[src/hw/rtl/two_class_ordered_queue_defines.svh]
// Assertion macros for the two-class ordered queue.
`ifndef TWO_CLASS_ORDERED_QUEUE_DEFINES_SVH
`define TWO_CLASS_ORDERED_QUEUE_DEFINES_SVH

`ifndef SYNTHESIS
`define TCOQ_ASSERT_IMPL(lbl, clk, rstn, ante, cons) \
  lbl: assert property (@(posedge clk) disable iff (!rstn) (ante) |-> (cons)) \
    else $error("tcoq: same-cycle check failed");
`define TCOQ_ASSERT_NEXT(lbl, clk, rstn, ante, cons) \
  lbl: assert property (@(posedge clk) disable iff (!rstn) (ante) |=> (cons)) \
    else $error("tcoq: next-cycle check failed");
`else
`define TCOQ_ASSERT_IMPL(lbl, clk, rstn, ante, cons)
`define TCOQ_ASSERT_NEXT(lbl, clk, rstn, ante, cons)
`endif

`endif

[src/hw/rtl/tcoq_pkg.sv]
// Shared beat types and command and status codes of the two-class ordered queue.
package tcoq_pkg;

  localparam int unsigned IN_TAG_W = 16;

  typedef enum logic [1:0] {
    CMD_ENQ     = 2'd0,
    CMD_DEQ_ANY = 2'd1,
    CMD_DEQ_C0  = 2'd2,
    CMD_DEQ_C1  = 2'd3
  } cmd_e;

  typedef enum logic [1:0] {
    ST_OK      = 2'd0,
    ST_EMPTY   = 2'd1,
    ST_NOMATCH = 2'd2,
    ST_FULL    = 2'd3
  } status_e;

  typedef struct packed {
    cmd_e                cmd;
    logic                item_class;
    logic [IN_TAG_W-1:0] item_tag;
  } in_beat_t;

  typedef struct packed {
    status_e             status;
    logic                out_class;
    logic [IN_TAG_W-1:0] out_tag;
  } out_beat_t;

endpackage

[src/hw/rtl/tcoq_ram.sv]
// Simple dual-port RAM with one write port and a registered read port.
module tcoq_ram #(
  parameter int WIDTH = 17,
  parameter int DEPTH = 16
) (
  input  logic                     clk_i,
  input  logic                     we_i,
  input  logic [$clog2(DEPTH)-1:0] waddr_i,
  input  logic [WIDTH-1:0]         wdata_i,
  input  logic [$clog2(DEPTH)-1:0] raddr_i,
  output logic [WIDTH-1:0]         rdata_o
);

  logic [WIDTH-1:0] mem [DEPTH];
  logic [WIDTH-1:0] rdata_q;

  always_ff @(posedge clk_i) begin
    if (we_i) begin
      mem[waddr_i] <= wdata_i;
    end
    rdata_q <= mem[raddr_i];
  end

  assign rdata_o = rdata_q;

endmodule

[src/hw/rtl/two_class_ordered_queue.sv]
// Two-class ordered queue: a main FIFO and a skip FIFO in two RAMs, with class dequeue.
// Works on one item at a time; an enqueue, or any command on an empty queue, passes its
// result beat through S_EMIT to the output register, a dequeue of any class through S_ANY and S_EMIT.
// A class dequeue checks the skip head in S_CHK if the skip FIFO holds entries, then in S_MOVE
// moves one main entry per cycle into the skip FIFO, paced by the registered read of the main RAM.
// Reset clears the controller, heads and fill counts; RAM contents are left as they are.
`include "two_class_ordered_queue_defines.svh"

module two_class_ordered_queue
  import tcoq_pkg::*;
#(
  parameter int QUEUE_DEPTH = 16,
  parameter int TAG_BITS    = 16
) (
  input  logic      clk_i,
  input  logic      rst_ni,
  input  logic      in_valid_i,
  output logic      in_stall_o,
  input  in_beat_t  in_data_i,
  output logic      out_valid_o,
  input  logic      out_stall_i,
  output out_beat_t out_data_o
);

  localparam int PTR_W  = $clog2(QUEUE_DEPTH);
  localparam int CNT_W  = $clog2(QUEUE_DEPTH + 1);
  localparam int ENT_W  = TAG_BITS + 1;
  localparam int KEEP_W = (TAG_BITS < IN_TAG_W) ? TAG_BITS : IN_TAG_W;
  localparam logic [CNT_W:0] DEPTH_OCC = (CNT_W + 1)'(QUEUE_DEPTH);

  typedef enum logic [2:0] {
    S_IDLE,
    S_ANY,
    S_CHK,
    S_MOVE,
    S_EMIT
  } state_e;

  // Add an offset to a ring position, wrapping at the queue depth.
  function automatic logic [PTR_W-1:0] wrap_add(logic [PTR_W-1:0] base,
                                                logic [CNT_W-1:0] ofs);
    logic [CNT_W:0] sum;
    sum = (CNT_W + 1)'(base) + (CNT_W + 1)'(ofs);
    if (sum >= DEPTH_OCC) begin
      sum = sum - DEPTH_OCC;
    end
    return sum[PTR_W-1:0];
  endfunction

  function automatic out_beat_t mk_res(status_e st, logic have, logic [ENT_W-1:0] e);
    out_beat_t r;
    r.status    = st;
    r.out_class = have ? e[TAG_BITS] : 1'b0;
    r.out_tag   = have ? IN_TAG_W'(e[KEEP_W-1:0]) : '0;
    return r;
  endfunction

  state_e           state_q, state_d;
  logic [PTR_W-1:0] main_head_q, main_head_d;
  logic [CNT_W-1:0] main_cnt_q, main_cnt_d;
  logic [PTR_W-1:0] skip_head_q, skip_head_d;
  logic [CNT_W-1:0] skip_cnt_q, skip_cnt_d;
  logic             want_q, want_d;
  logic             from_skip_q, from_skip_d;
  out_beat_t        res_q, res_d;
  logic             out_valid_q, out_valid_d;
  out_beat_t        out_q, out_d;

  logic             main_we, skip_we;
  logic [PTR_W-1:0] main_waddr, main_raddr, skip_waddr, skip_raddr;
  logic [ENT_W-1:0] main_wdata, main_rdata, skip_wdata, skip_rdata;
  logic [ENT_W-1:0] new_entry;
  logic [CNT_W:0]   occ;
  logic             full;

  assign occ       = {1'b0, main_cnt_q} + {1'b0, skip_cnt_q};
  assign full      = (occ >= DEPTH_OCC);
  assign new_entry = {in_data_i.item_class, TAG_BITS'(in_data_i.item_tag[KEEP_W-1:0])};

  assign in_stall_o  = (state_q != S_IDLE);
  assign out_valid_o = out_valid_q;
  assign out_data_o  = out_q;

  always_comb begin
    state_d     = state_q;
    main_head_d = main_head_q;
    main_cnt_d  = main_cnt_q;
    skip_head_d = skip_head_q;
    skip_cnt_d  = skip_cnt_q;
    want_d      = want_q;
    from_skip_d = from_skip_q;
    res_d       = res_q;
    out_valid_d = out_valid_q;
    out_d       = out_q;

    main_we    = 1'b0;
    main_waddr = wrap_add(main_head_q, main_cnt_q);
    main_wdata = new_entry;
    main_raddr = main_head_q;
    skip_we    = 1'b0;
    skip_waddr = wrap_add(skip_head_q, skip_cnt_q);
    skip_wdata = main_rdata;
    skip_raddr = skip_head_q;

    if (out_valid_q && !out_stall_i) begin
      out_valid_d = 1'b0;
    end

    unique case (state_q)
      S_IDLE: begin
        if (in_valid_i) begin
          want_d  = (in_data_i.cmd == CMD_DEQ_C1);
          res_d   = mk_res(ST_OK, 1'b0, '0);
          state_d = S_EMIT;
          priority if (in_data_i.cmd == CMD_ENQ) begin
            if (full) begin
              res_d = mk_res(ST_FULL, 1'b0, '0);
            end else begin
              main_we    = 1'b1;
              main_cnt_d = main_cnt_q + CNT_W'(1);
            end
          end else if (main_cnt_q == '0 && skip_cnt_q == '0) begin
            res_d = mk_res(ST_EMPTY, 1'b0, '0);
          end else if (in_data_i.cmd == CMD_DEQ_ANY) begin
            from_skip_d = (skip_cnt_q != '0);
            if (skip_cnt_q != '0) begin
              skip_head_d = wrap_add(skip_head_q, CNT_W'(1));
              skip_cnt_d  = skip_cnt_q - CNT_W'(1);
            end else begin
              main_head_d = wrap_add(main_head_q, CNT_W'(1));
              main_cnt_d  = main_cnt_q - CNT_W'(1);
            end
            state_d = S_ANY;
          end else if (skip_cnt_q != '0) begin
            state_d = S_CHK;
          end else begin
            main_head_d = wrap_add(main_head_q, CNT_W'(1));
            main_cnt_d  = main_cnt_q - CNT_W'(1);
            state_d     = S_MOVE;
          end
        end
      end
      S_ANY: begin
        res_d   = mk_res(ST_OK, 1'b1, from_skip_q ? skip_rdata : main_rdata);
        state_d = S_EMIT;
      end
      S_CHK: begin
        if (skip_rdata[TAG_BITS] == want_q) begin
          skip_head_d = wrap_add(skip_head_q, CNT_W'(1));
          skip_cnt_d  = skip_cnt_q - CNT_W'(1);
          res_d       = mk_res(ST_OK, 1'b1, skip_rdata);
          state_d     = S_EMIT;
        end else if (main_cnt_q == '0) begin
          res_d   = mk_res(ST_NOMATCH, 1'b0, '0);
          state_d = S_EMIT;
        end else begin
          main_head_d = wrap_add(main_head_q, CNT_W'(1));
          main_cnt_d  = main_cnt_q - CNT_W'(1);
          state_d     = S_MOVE;
        end
      end
      S_MOVE: begin
        // The main RAM is read at the head every cycle; the entry is popped only
        // when the previous one did not match.
        if (main_rdata[TAG_BITS] == want_q) begin
          res_d   = mk_res(ST_OK, 1'b1, main_rdata);
          state_d = S_EMIT;
        end else begin
          skip_we    = 1'b1;
          skip_cnt_d = skip_cnt_q + CNT_W'(1);
          if (main_cnt_q != '0) begin
            main_head_d = wrap_add(main_head_q, CNT_W'(1));
            main_cnt_d  = main_cnt_q - CNT_W'(1);
          end else begin
            res_d   = mk_res(ST_NOMATCH, 1'b0, '0);
            state_d = S_EMIT;
          end
        end
      end
      S_EMIT: begin
        if (!out_valid_q || !out_stall_i) begin
          out_valid_d = 1'b1;
          out_d       = res_q;
          state_d     = S_IDLE;
        end
      end
      default: state_d = S_IDLE;
    endcase
  end

  always_ff @(posedge clk_i or negedge rst_ni) begin
    if (!rst_ni) begin
      state_q     <= S_IDLE;
      main_head_q <= '0;
      main_cnt_q  <= '0;
      skip_head_q <= '0;
      skip_cnt_q  <= '0;
      want_q      <= 1'b0;
      from_skip_q <= 1'b0;
      res_q       <= '0;
      out_valid_q <= 1'b0;
      out_q       <= '0;
    end else begin
      state_q     <= state_d;
      main_head_q <= main_head_d;
      main_cnt_q  <= main_cnt_d;
      skip_head_q <= skip_head_d;
      skip_cnt_q  <= skip_cnt_d;
      want_q      <= want_d;
      from_skip_q <= from_skip_d;
      res_q       <= res_d;
      out_valid_q <= out_valid_d;
      out_q       <= out_d;
    end
  end

  tcoq_ram #(
    .WIDTH (ENT_W),
    .DEPTH (QUEUE_DEPTH)
  ) u_main_ram (
    .clk_i   (clk_i),
    .we_i    (main_we),
    .waddr_i (main_waddr),
    .wdata_i (main_wdata),
    .raddr_i (main_raddr),
    .rdata_o (main_rdata)
  );

  tcoq_ram #(
    .WIDTH (ENT_W),
    .DEPTH (QUEUE_DEPTH)
  ) u_skip_ram (
    .clk_i   (clk_i),
    .we_i    (skip_we),
    .waddr_i (skip_waddr),
    .wdata_i (skip_wdata),
    .raddr_i (skip_raddr),
    .rdata_o (skip_rdata)
  );

  // The two FIFOs share one capacity, so the skip FIFO never overflows during moves.
  `TCOQ_ASSERT_IMPL(a_occ_bound, clk_i, rst_ni, 1'b1, occ <= DEPTH_OCC)
  `TCOQ_ASSERT_IMPL(a_main_waddr, clk_i, rst_ni, main_we, main_waddr < QUEUE_DEPTH)
  `TCOQ_ASSERT_IMPL(a_skip_waddr, clk_i, rst_ni, skip_we, skip_waddr < QUEUE_DEPTH)
  `TCOQ_ASSERT_IMPL(a_empty_result, clk_i, rst_ni,
    out_valid_o && out_data_o.status != ST_OK,
    out_data_o.out_class == 1'b0 && out_data_o.out_tag == '0)
  `TCOQ_ASSERT_NEXT(a_full_drop, clk_i, rst_ni,
    in_valid_i && !in_stall_o && in_data_i.cmd == CMD_ENQ && full,
    main_cnt_q == $past(main_cnt_q))

endmodule
[config.mk]
export PLATFORM = sky130hd
export DESIGN_NAME = two_class_ordered_queue
export DESIGN_NICKNAME = d
export VERILOG_FILES = /design/src/hw/rtl/tcoq_pkg.sv /design/src/hw/rtl/tcoq_ram.sv /design/src/hw/rtl/two_class_ordered_queue.sv
export VERILOG_INCLUDE_DIRS = /design/src /design/src/hw/rtl
export SDC_FILE = /design/constraint.sdc
export NUM_CORES = 1
export LEC_CHECK = 0
export ABC_AREA = 1
export BUFFER_PORTS_ARGS = -buffer_cell sky130_fd_sc_hd__buf_2
export CORE_MARGIN = 3
export CORE_UTILIZATION = 23
export DETAILED_ROUTE_END_ITERATION = 12
export GPL_ROUTABILITY_DRIVEN = 0
export PLACE_DENSITY = 0.36
export SLEW_MARGIN = 30
export SYNTH_ARGS = -nofsm -noshare
export SYNTH_HDL_FRONTEND = slang
export SYNTH_SLANG_ARGS = --single-unit
[constraint.sdc]
create_clock -name clk_i -period 6.05 [get_ports clk_i]
set_input_delay 0 -clock clk_i [delete_from_list [all_inputs] [get_ports clk_i]]
set_output_delay 0 -clock clk_i [all_outputs]
set_load 0.02 [all_outputs]
==> impl_metrics.yaml, run 1 <==
outcome:
  status: "complete, no violations"
timing:
  worst_slew_margin_rel_pct: 38.1
  fin_crit_sh_pct: 53.7
  fin_hold_ws_ps: 176
  rsz0062_at_grt: "false"
  setup_tns_ps: 0
  min_period_ps: 3250
  final_hold_viol_count: 0
  clock_skew_ps: 19.4
  clock.fmax_mhz: 308
  slew_viol_final: 0
  setup_violations: 0
  final.setup.worst_slack_ps: 2800
  worstMarginPinSlew_ps: 928
setup_path:
  r2r_start: "main_head_q[0]"
  worst_ep_required_time_ps: 6300
  reg2reg_to: "u_main_ram.mem[9][8]"
  cp_num_cells: 5
  critPathLaunch: "main_head_q[0]"
  reg2reg_setup_slack_ps: 2800
  crit_slowest_cell: "dfrtp_4"
  cp_top_family: "simple AND/OR/NAND/NOR gates"
  rr_worst_depth: 5
  path_class: "reg2reg"
  critical_path.max_fanout: 44
  cp-end-kind: "flop"
  cp.buffers_inverters: 0
  worstSetupEndpoint: "u_main_ram.mem[9][8]"
  cp_slowest_stage_delay_ps: 680
  cp-start-kind: "flop"
  cp_cell_sequence: "ha_1 > fa_1 > xnor2_1 > nand3_1 > nor2_4"
  critPathArrivalTime_ps: 3500
synthesis:
  synth.distinct_cells: 44
  yosys_register_bits: 640
  synth.top_cell.area_share_pct: 64.0
  syn_avg_cell_area_um2: 12.6
  synth_nets: 2078
  ys_warn_count: 0
  synthCells: 2032
  yosysTopAreaCell: "edfxtp_1"
  synthTopCellsByArea: "edfxtp_1 (64%), dfrtp_1 (6.1%), o21ai_0 (4.9%)"
  ys_seq_area_share_pct: 72.7
  synth_area_um2: 25500
floorplanning:
  die_x_um: 339
  io_pins: 44
  rows: 121
  core_um2: 109000
  start_util_pct: 23.3
  die_h_um: 339
  die_area_um2: 115000
global_route:
  grt_antenna_before_repair: 2
  grt_first_pass_wirelength_mm: 114
  grt_max_degree: 80
  grt_pass1_vias: 16367
  gr-usage-all-layers_pct: 13.2
  gr-total-overflow: 0
routing:
  wl_met1_mm: 35.8
  firstDrtPassIters: 5
  dr.max_layer_used: "met4"
  wl_met3_mm: 2.78
  drt_wl_total_mm: 77.2
  wl_per_cell_um: 21.3
  vias_per_cell: 4.44
  vias: 16079
  ant_nets: 0
  route.met2.wl_mm: 37.1
  drc: 0
  dr.first_iter.drc_count: 1149
layout:
  final_nets: 2138
  utilization_pct: 27.5
  drive_gt1_share_pct: 12.0
  seq_area_um2: 18600
  final.fill_count: 11236
  areaGrowthSynthToFinish_pct: 17.9
  multi_input_area_um2: 6390
power:
  power.density_nw_per_um2: 495
  peakVddDrop_v: 0.000197
  p_leak_nw: 10.2
clock_tree:
  tritoncts: "yes"
  clock_latency_ps: 620
  cts_buffers: 71
  numClockSinks: 640
  clockBufferDepth: 3
  clk_pin_slew_ps: 60
  htreeDepth: 3
  post_cts_buffers: 0
  cts_root_buf: "clkbuf_16"
flow_run:
  maxCapViolations: 0
worst_hold_path:
  worstHoldStart: "out_stall_i"
  hp-class: "in2reg"
placed_design:
  hpwl_mm: 47.5
  dp_slack_ps: 2500
  portBuffers: 43
synth_stat cells, drive strengths merged:
cell     instances
a21oi           54
a22oi           17
buf             43
clkbuf          70
clkinv           3
dfrtp           62
dfxtp           34
edfxtp         544
fa               3
ha              20
inv             79
mux2             3
mux2i            1
nand2          281
nand3           46
nand3b           1
nand4            8
nor2           298
nor3             3
o2111ai         11
o211ai          58
o21a             1
o21ai          282
o221ai          35
o22ai           48
o31ai            9
xnor2            6
xor2            12
stage by stage:
step	instance area (um^2)	instances	power, mW
global route	30100	3624	15.8
floorplan	25500	2032	8.71
finish	30100	3625	14.9
detailed placement	27600	3469	10.9
CTS	30000	3622	15.2
global placement	27400	3469	10.8
cells by family after synthesis:
family          share of synthesized area, %
fa+ha+maj                               1.22
mux                                    0.171
flops                                   72.7
simple gates                            10.1
compound gates                          12.0
xor+xnor                               0.647
buf+inv                                 3.11
per-layer routing:
| metal | global-route usage [%] | vias to the layer above |
|---|---|---|
| met2 | 22.0 | 298 |
| met3 | 2.00 | 93 |
| met5 | 0 | - |
| li1 | - | 7514 |
| met1 | 18.1 | 8174 |
| met4 | 3.38 | 0 |
sequential cells by signal, indices dropped and copies added (netlist names), 3 cells and up:
name                cells
u_main_ram.mem        272
u_skip_ram.mem        272
out_data_o             19
res_q                  19
u_main_ram.rdata_o     17
u_skip_ram.rdata_o     17
main_cnt_q              5
skip_cnt_q              5
main_head_q             4
skip_head_q             4
state_q                 3
cell usage in the layout (no fill, tap or decap), drive strengths merged, types with 35 or more instances in the layout:
| master | instances |
|---|---|
| a21oi | 54 |
| dfrtp | 62 |
| o22ai | 48 |
| clkbuf | 100 |
| edfxtp | 544 |
| nor2 | 298 |
| nand3 | 46 |
| inv | 78 |
| o211ai | 58 |
| o21ai | 282 |
| o221ai | 35 |
| nand2 | 281 |
| buf | 75 |
tightest hold or removal path, cell delays in order:
cell and delay [ps]:
dlygate4sd3_1 520, buf_2 110, nand2_1 60, o21ai_0 70
final cells by class:
cell class	instances	share of cell area, %
Timing Repair Buffer	100	2.42
Tap cell	1476	6.14
Inverter	82	1.06
Clock inverter	29	0.827
Multi-Input combinational cell	1197	21.2
Sequential cell	640	61.7
Antenna cell	1	0.00831
Clock buffer	100	6.60
where the power goes:
part           total [mW]  internal, mW  switching, mW
combinational        4.63          1.24           3.39
clock                4.19          2.40           1.79
sequential           6.09          5.44          0.646
total                14.9          9.07           5.83
worst min-delay path by stage:
| stage | end | slack, ps | depth (start not counted) |
|---|---|---|---|
| floorplan | from_skip_q | -300 | 0 |
| global placement | res_q[8] | 180 | 1 |
| detailed placement | out_data_o[8] | 160 | 1 |
| CTS | res_q[3] | 100 | 2 |
| global route | out_valid_o | 230 | 4 |
| finish | out_valid_o | 180 | 4 |
repair_timing:
item / CTS / global route
gates resized for setup: 0 / 0
hold buffers: 24 / 1
setup endpoints to repair: 0 / 0
endpoints found under the hold margin: 343 / 17
(Power assumes the default switching activity.)
==> run 2: changes to the inputs <==
--- a/config.mk
+++ b/config.mk
@@ -6,13 +6,13 @@
 export SDC_FILE = /design/constraint.sdc
 export NUM_CORES = 1
 export LEC_CHECK = 0
-export ABC_AREA = 1
+export ABC_AREA = 0
 export BUFFER_PORTS_ARGS = -buffer_cell sky130_fd_sc_hd__buf_2
 export CORE_MARGIN = 3
 export CORE_UTILIZATION = 23
 export DETAILED_ROUTE_END_ITERATION = 12
 export GPL_ROUTABILITY_DRIVEN = 0
-export PLACE_DENSITY = 0.36
+export PLACE_DENSITY = 0.38
 export SLEW_MARGIN = 30
 export SYNTH_ARGS = -nofsm -noshare
 export SYNTH_HDL_FRONTEND = slang
==> constraint.sdc (replaced) <==
create_clock -name clk_i -period 2.8 [get_ports clk_i]
set_input_delay 0 -clock clk_i [delete_from_list [all_inputs] [get_ports clk_i]]
set_output_delay 0 -clock clk_i [all_outputs]
set_load 0.02 [all_outputs]
==> impl_metrics.yaml, run 2 <==
outcome:
  status: "complete, no violations"
power:
  switchingPower_mw: 10.2
  power.density_nw_per_um2: 1030
  intPower_mw: 21.3
  switching_share_pct: 32.3
  p_clk_share_pct: 29.6
  peakVddDrop_v: 0.000818
  seqPwrFrac_pct: 40.6
  p_leak_nw: 10.3
  combPwrFrac_pct: 29.8
timing:
  worst_slew_margin_rel_pct: 22.5
  fin_crit_sh_pct: 93.3
  worstMarginPinSlew_ps: 1160
  min_period_ps: 2610
  setup_violations: 0
  fin_hold_ws_ps: 241
  clock.fmax_mhz: 383
  rsz0062_at_grt: "false"
  slew_viol_final: 0
  clock_skew_ps: 19.9
  final_hold_viol_count: 0
routing:
  vias: 12605
  wl_per_cell_um: 21.4
  firstDrtPassIters: 5
  ant_nets: 0
  drc: 0
  vias_per_cell: 4.27
  dr.first_iter.drc_count: 884
  drt_wl_total_mm: 63.2
clock_tree:
  numClockSinks: 640
  tritoncts: "yes"
  cts_buffers: 70
  post_cts_buffers: 0
  htreeDepth: 3
  cts_root_buf: "clkbuf_16"
  clock_latency_ps: 610
  clk_pin_slew_ps: 60
  clockBufferDepth: 3
floorplanning:
  die_area_um2: 112000
  rows: 120
  core_um2: 107000
  die_x_um: 335
  start_util_pct: 23.2
  die_h_um: 335
  io_pins: 44
global_route:
  grt_first_pass_wirelength_mm: 93.5
  grt_antenna_before_repair: 2
  grt_pass1_vias: 13456
  gr-usage-all-layers_pct: 11.3
  gr-total-overflow: 0
  grt_max_degree: 106
placed_design:
  portBuffers: 43
  hpwl_mm: 37.3
  placed_area_um2: 27800
layout:
  drive_gt1_share_pct: 27.4
  fin_area_um2: 30400
  areaGrowthSynthToFinish_pct: 22.1
  final_common_cell: "edfxtp_1"
  final_nets: 1536
  layout_common_cells: "edfxtp_1 (544), mux4_2 (102), clkbuf_16 (74)"
  reg_top3: "u_main_ram.mem: 272 flops, u_skip_ram.mem: 272 flops"
synthesis:
  synth_nets: 1370
  syn_avg_cell_area_um2: 18.8
  ys_warn_count: 0
  yosysMostFrequentCell: "edfxtp_1"
  synth.top_cell.area_share_pct: 65.5
  synth.distinct_cells: 52
  synthTopCellsByArea: "edfxtp_1 (66%), mux4_2 (9.2%), dfrtp_1 (6.2%)"
  yosysTopAreaCell: "edfxtp_1"
  yosys_register_bits: 640
  synth_area_um2: 24900
  ys_seq_area_share_pct: 74.5
  synth_edf_count: 544
  ys.flop_type: "edfxtp_1"
  synthArstFlopShare_pct: 9.69
  synth_commonest_cells: "edfxtp_1 (544), mux4_2 (102), mux2i_1 (73)"
  synthCells: 1324
worst_hold_path:
  hp-class: "in2reg"
setup_path:
  worst_ep_required_time_ps: 3100
  cp_slowest_stage_delay_ps: 580
  critPathArrivalTime_ps: 2910
  cp_cell_sequence: "ha_1 > or3_1 > nor3_1 > or4b_4 > nor2_2 > buf_12"
  critical_path.max_fanout: 17
  path_class: "reg2reg"
  crit_slowest_cell: "or4b_4"
  cp-start-kind: "flop"
  cp-end-kind: "flop"
flow_run:
  maxCapViolations: 0
-- run 2: worst paths after layout --
check	from	to	slack, ps	cells after the start
worst max-delay path	skip_cnt_q[4]	u_main_ram.mem[11][15]	190	6
worst min-delay path	out_stall_i	out_valid_o	240	4
worst max register to register	skip_cnt_q[4]	u_main_ram.mem[11][15]	190	6
worst min register to register	u_skip_ram.rdata_o[12]	res_q[12]	460	2
max in group asynchronous	rst_ni	out_data_o[16]	1810	4
min in group asynchronous	rst_ni	out_data_o[12]	440	3
-- run 2: through the flow --
stage                     utilization [%]  total power, mW  TNS [ps]  instances  setup slack, ps
after floorplan                         -             18.7    -16740       1324             -250
after global placement               25.9             22.5         0       2793             51.0
after detailed placement             25.9             22.5         0       2793             50.6
after CTS                            28.4             32.1         0       2949             25.2
after global routing                 28.4             33.3         0       2949             9.65
final                                28.4             31.4         0       2950              187
-- run 2: what timing repair did --
action | 4_1_cts | 5_1_grt
endpoints found under the hold margin | 341 | 0
gates resized for setup | 0 | 1
setup endpoints to repair | 0 | 68
hold buffers | 28 | 0
-- run 2: critical path, delay by kind of cell (launching register included) --
kind | cells | cell delay (ps)
adders and majority gates | 1 | 280
buffers and inverters | 1 | 190
DFF | 1 | 410
and+or+nand+nor | 4 | 1440
-- run 2: area by class of cell --
cell class,instances,area (um^2)
multi-input combinational,594,6060
clock buffer,101,2010
antenna,1,2.50
fill,10588,76900
inverter,24,90.1
tap,1403,1760
clock inverter,27,303
sequential,640,18600
timing repair buffer,160,1640
-- run 2: cells by family after synthesis --
kind of cell    after synthesis  share of synthesized area (%)
compound gates              178                           4.86
simple gates                152                           2.94
mux                         216                           14.0
buf+inv                      90                           1.55
xor+xnor                     25                          0.878
flops                       640                           74.5
fa+ha+maj                    23                           1.24
-- run 2: per-layer routing --
metal	share of wire, %	track usage [%]	vias to the layer above
met4	2.2	2.99	0
met2	47	18.2	201
li1	-	-	5666
met5	0	0	-
met1	47	15.7	6646
met3	3.3	2.05	92
-- run 2: power by group through the flow --
stage	Clock, mW	Sequential [mW]	Combinational (mW)
after floorplan	0	12.6	6.08
after global placement	0	12.9	9.55
after detailed placement	0	13.0	9.54
after CTS	9.65	12.8	9.64
after global routing	10.1	12.9	10.3
final	9.32	12.7	9.37
==> run 3: changes to the inputs <==
--- a/config.mk
+++ b/config.mk
@@ -9,10 +9,11 @@
 export ABC_AREA = 0
 export BUFFER_PORTS_ARGS = -buffer_cell sky130_fd_sc_hd__buf_2
 export CORE_MARGIN = 3
-export CORE_UTILIZATION = 23
+export CORE_UTILIZATION = 30
+export CTS_CLUSTER_DIAMETER = 100
 export DETAILED_ROUTE_END_ITERATION = 12
 export GPL_ROUTABILITY_DRIVEN = 0
-export PLACE_DENSITY = 0.38
+export PLACE_DENSITY = 0.46
 export SLEW_MARGIN = 30
 export SYNTH_ARGS = -nofsm -noshare
 export SYNTH_HDL_FRONTEND = slang
==> impl_metrics.yaml, run 3 (synthesis results as in run 2) <==
setup_path:
  cp.buffers_inverters: 2
  cp_cell_sequence: "ha_1 > fa_1 > inv_1 > or4b_4 > nor2_2 > buf_4"
  path_class: "reg2reg"
  crit_slowest_cell: "or4b_4"
  cp_top_family: "simple AND/OR/NAND/NOR gates"
  cp_slowest_stage_delay_ps: 590
  cp-end-kind: "flop"
  critical_path.max_fanout: 6
  worst_ep_required_time_ps: 3110
  critPathArrivalTime_ps: 2890
  cp-start-kind: "flop"
floorplanning:
  die_h_um: 294
  die_x_um: 294
  rows: 105
  die_area_um2: 86600
  io_pins: 44
  start_util_pct: 30.3
  core_um2: 82200
timing:
  clock_skew_ps: 21.0
  final_hold_viol_count: 0
  min_period_ps: 2580
  clock.fmax_mhz: 387
  final.setup.worst_slack_ps: 216
  worst_slew_margin_rel_pct: 43.8
  fin_crit_sh_pct: 92.3
  worstMarginPinSlew_ps: 843
  setup_violations: 0
  slew_viol_final: 0
  setup_tns_ps: 0
  fin_hold_ws_ps: 238
  rsz0062_at_grt: "false"
outcome:
  status: "complete, no violations"
placed_design:
  placed_area_um2: 27300
  portBuffers: 43
  dp_slack_ps: 28.9
  dp_cells: 2476
  hpwl_mm: 36.1
worst_hold_path:
  hp-class: "in2reg"
layout:
  areaGrowthSynthToFinish_pct: 20.2
  reg_top3: "u_main_ram.mem: 272 flops, u_skip_ram.mem: 272 flops"
  drive_gt1_share_pct: 28.4
  antenna_cells: 0
  fin_area_um2: 30000
  final_cells: 2632
  final_common_cell: "edfxtp_1"
  layout_common_cells: "edfxtp_1 (544), mux4_2 (102), buf_4 (88)"
  final_nets: 1551
clock_tree:
  post_cts_buffers: 0
  clockBufferDepth: 3
  numClockSinks: 640
  htreeDepth: 3
  cts_buffers: 69
  cts_root_buf: "clkbuf_16"
  clock_latency_ps: 610
  tritoncts: "yes"
  clk_pin_slew_ps: 60
routing:
  ant_nets: 0
  dr.first_iter.drc_count: 773
  firstDrtPassIters: 7
  vias: 12607
  vias_per_cell: 4.79
  drt_wl_total_mm: 60.3
  drc: 0
  wl_per_cell_um: 22.9
global_route:
  grt_pass1_vias: 13322
  grt_first_pass_wirelength_mm: 90.1
  grt_max_degree: 106
  grt_antenna_before_repair: 1
  gr-total-overflow: 0
  gr-usage-all-layers_pct: 14.1
power:
  peakVddDrop_v: 0.000679
  power.density_nw_per_um2: 1050
  p_leak_nw: 10.3
flow_run:
  maxCapViolations: 0
==> run 3: through the flow <==
step | util (%) | power (mW)
2_1_floorplan | - | 18.7
3_3_place_gp | 33.2 | 22.2
3_5_place_dp | 33.2 | 22.2
4_1_cts | 36.4 | 31.9
5_1_grt | 36.4 | 33.1
6_report | 36.4 | 31.4
==> run 3: power by group <==
group,internal [mW],switching (mW)
Sequential,11.7,0.984
Clock,5.62,3.83
Combinational,3.89,5.30
==> run 3: metal layers <==
metal / global-route usage, % / share of wire (%) / vias to the layer above
met2: 23.8 / 50 / 183
met5: 0 / 0 / -
met3: 2.11 / 3.1 / 81
met4: 3.42 / 1.9 / 0
li1: - / - / 5710
met1: 19.3 / 46 / 6633
==> run 3: layout make-up <==
type                       count  area, um^2
fill                        7650       52300
tap                         1070        1340
inverter                      24        90.1
timing repair buffer         176        1530
clock buffer                  90        1870
clock inverter                38         505
multi-input combinational    594        6060
sequential                   640       18600
==> run 3: what timing repair did <==
item | 4_1_cts | 5_1_grt
gates resized for setup | 0 | 2
endpoints found under the hold margin | 340 | 0
hold buffers | 28 | 0
setup endpoints to repair | 0 | 119
==> run 3: final timing paths <==
| check | startpoint | end | slack [ps] | cells after the start |
|---|---|---|---|---|
| worst max-delay path | main_head_q[0] | u_main_ram.mem[10][8] | 220 | 6 |
| worst min-delay path | out_stall_i | out_valid_o | 240 | 4 |
| worst max register to register | main_head_q[0] | u_main_ram.mem[10][8] | 220 | 6 |
| worst min register to register | u_skip_ram.rdata_o[4] | res_q[4] | 460 | 2 |
| max in group asynchronous | rst_ni | res_q[3] | 2010 | 4 |
| min in group asynchronous | rst_ni | res_q[10] | 490 | 4 |
==> run 3: worst register-to-register path: stages (launching register included) <==
cell and delay, ps:
dfrtp_4 490, ha_1 230, fa_1 510, inv_1 80
or4b_4 590, nor2_2 200, buf_4 190
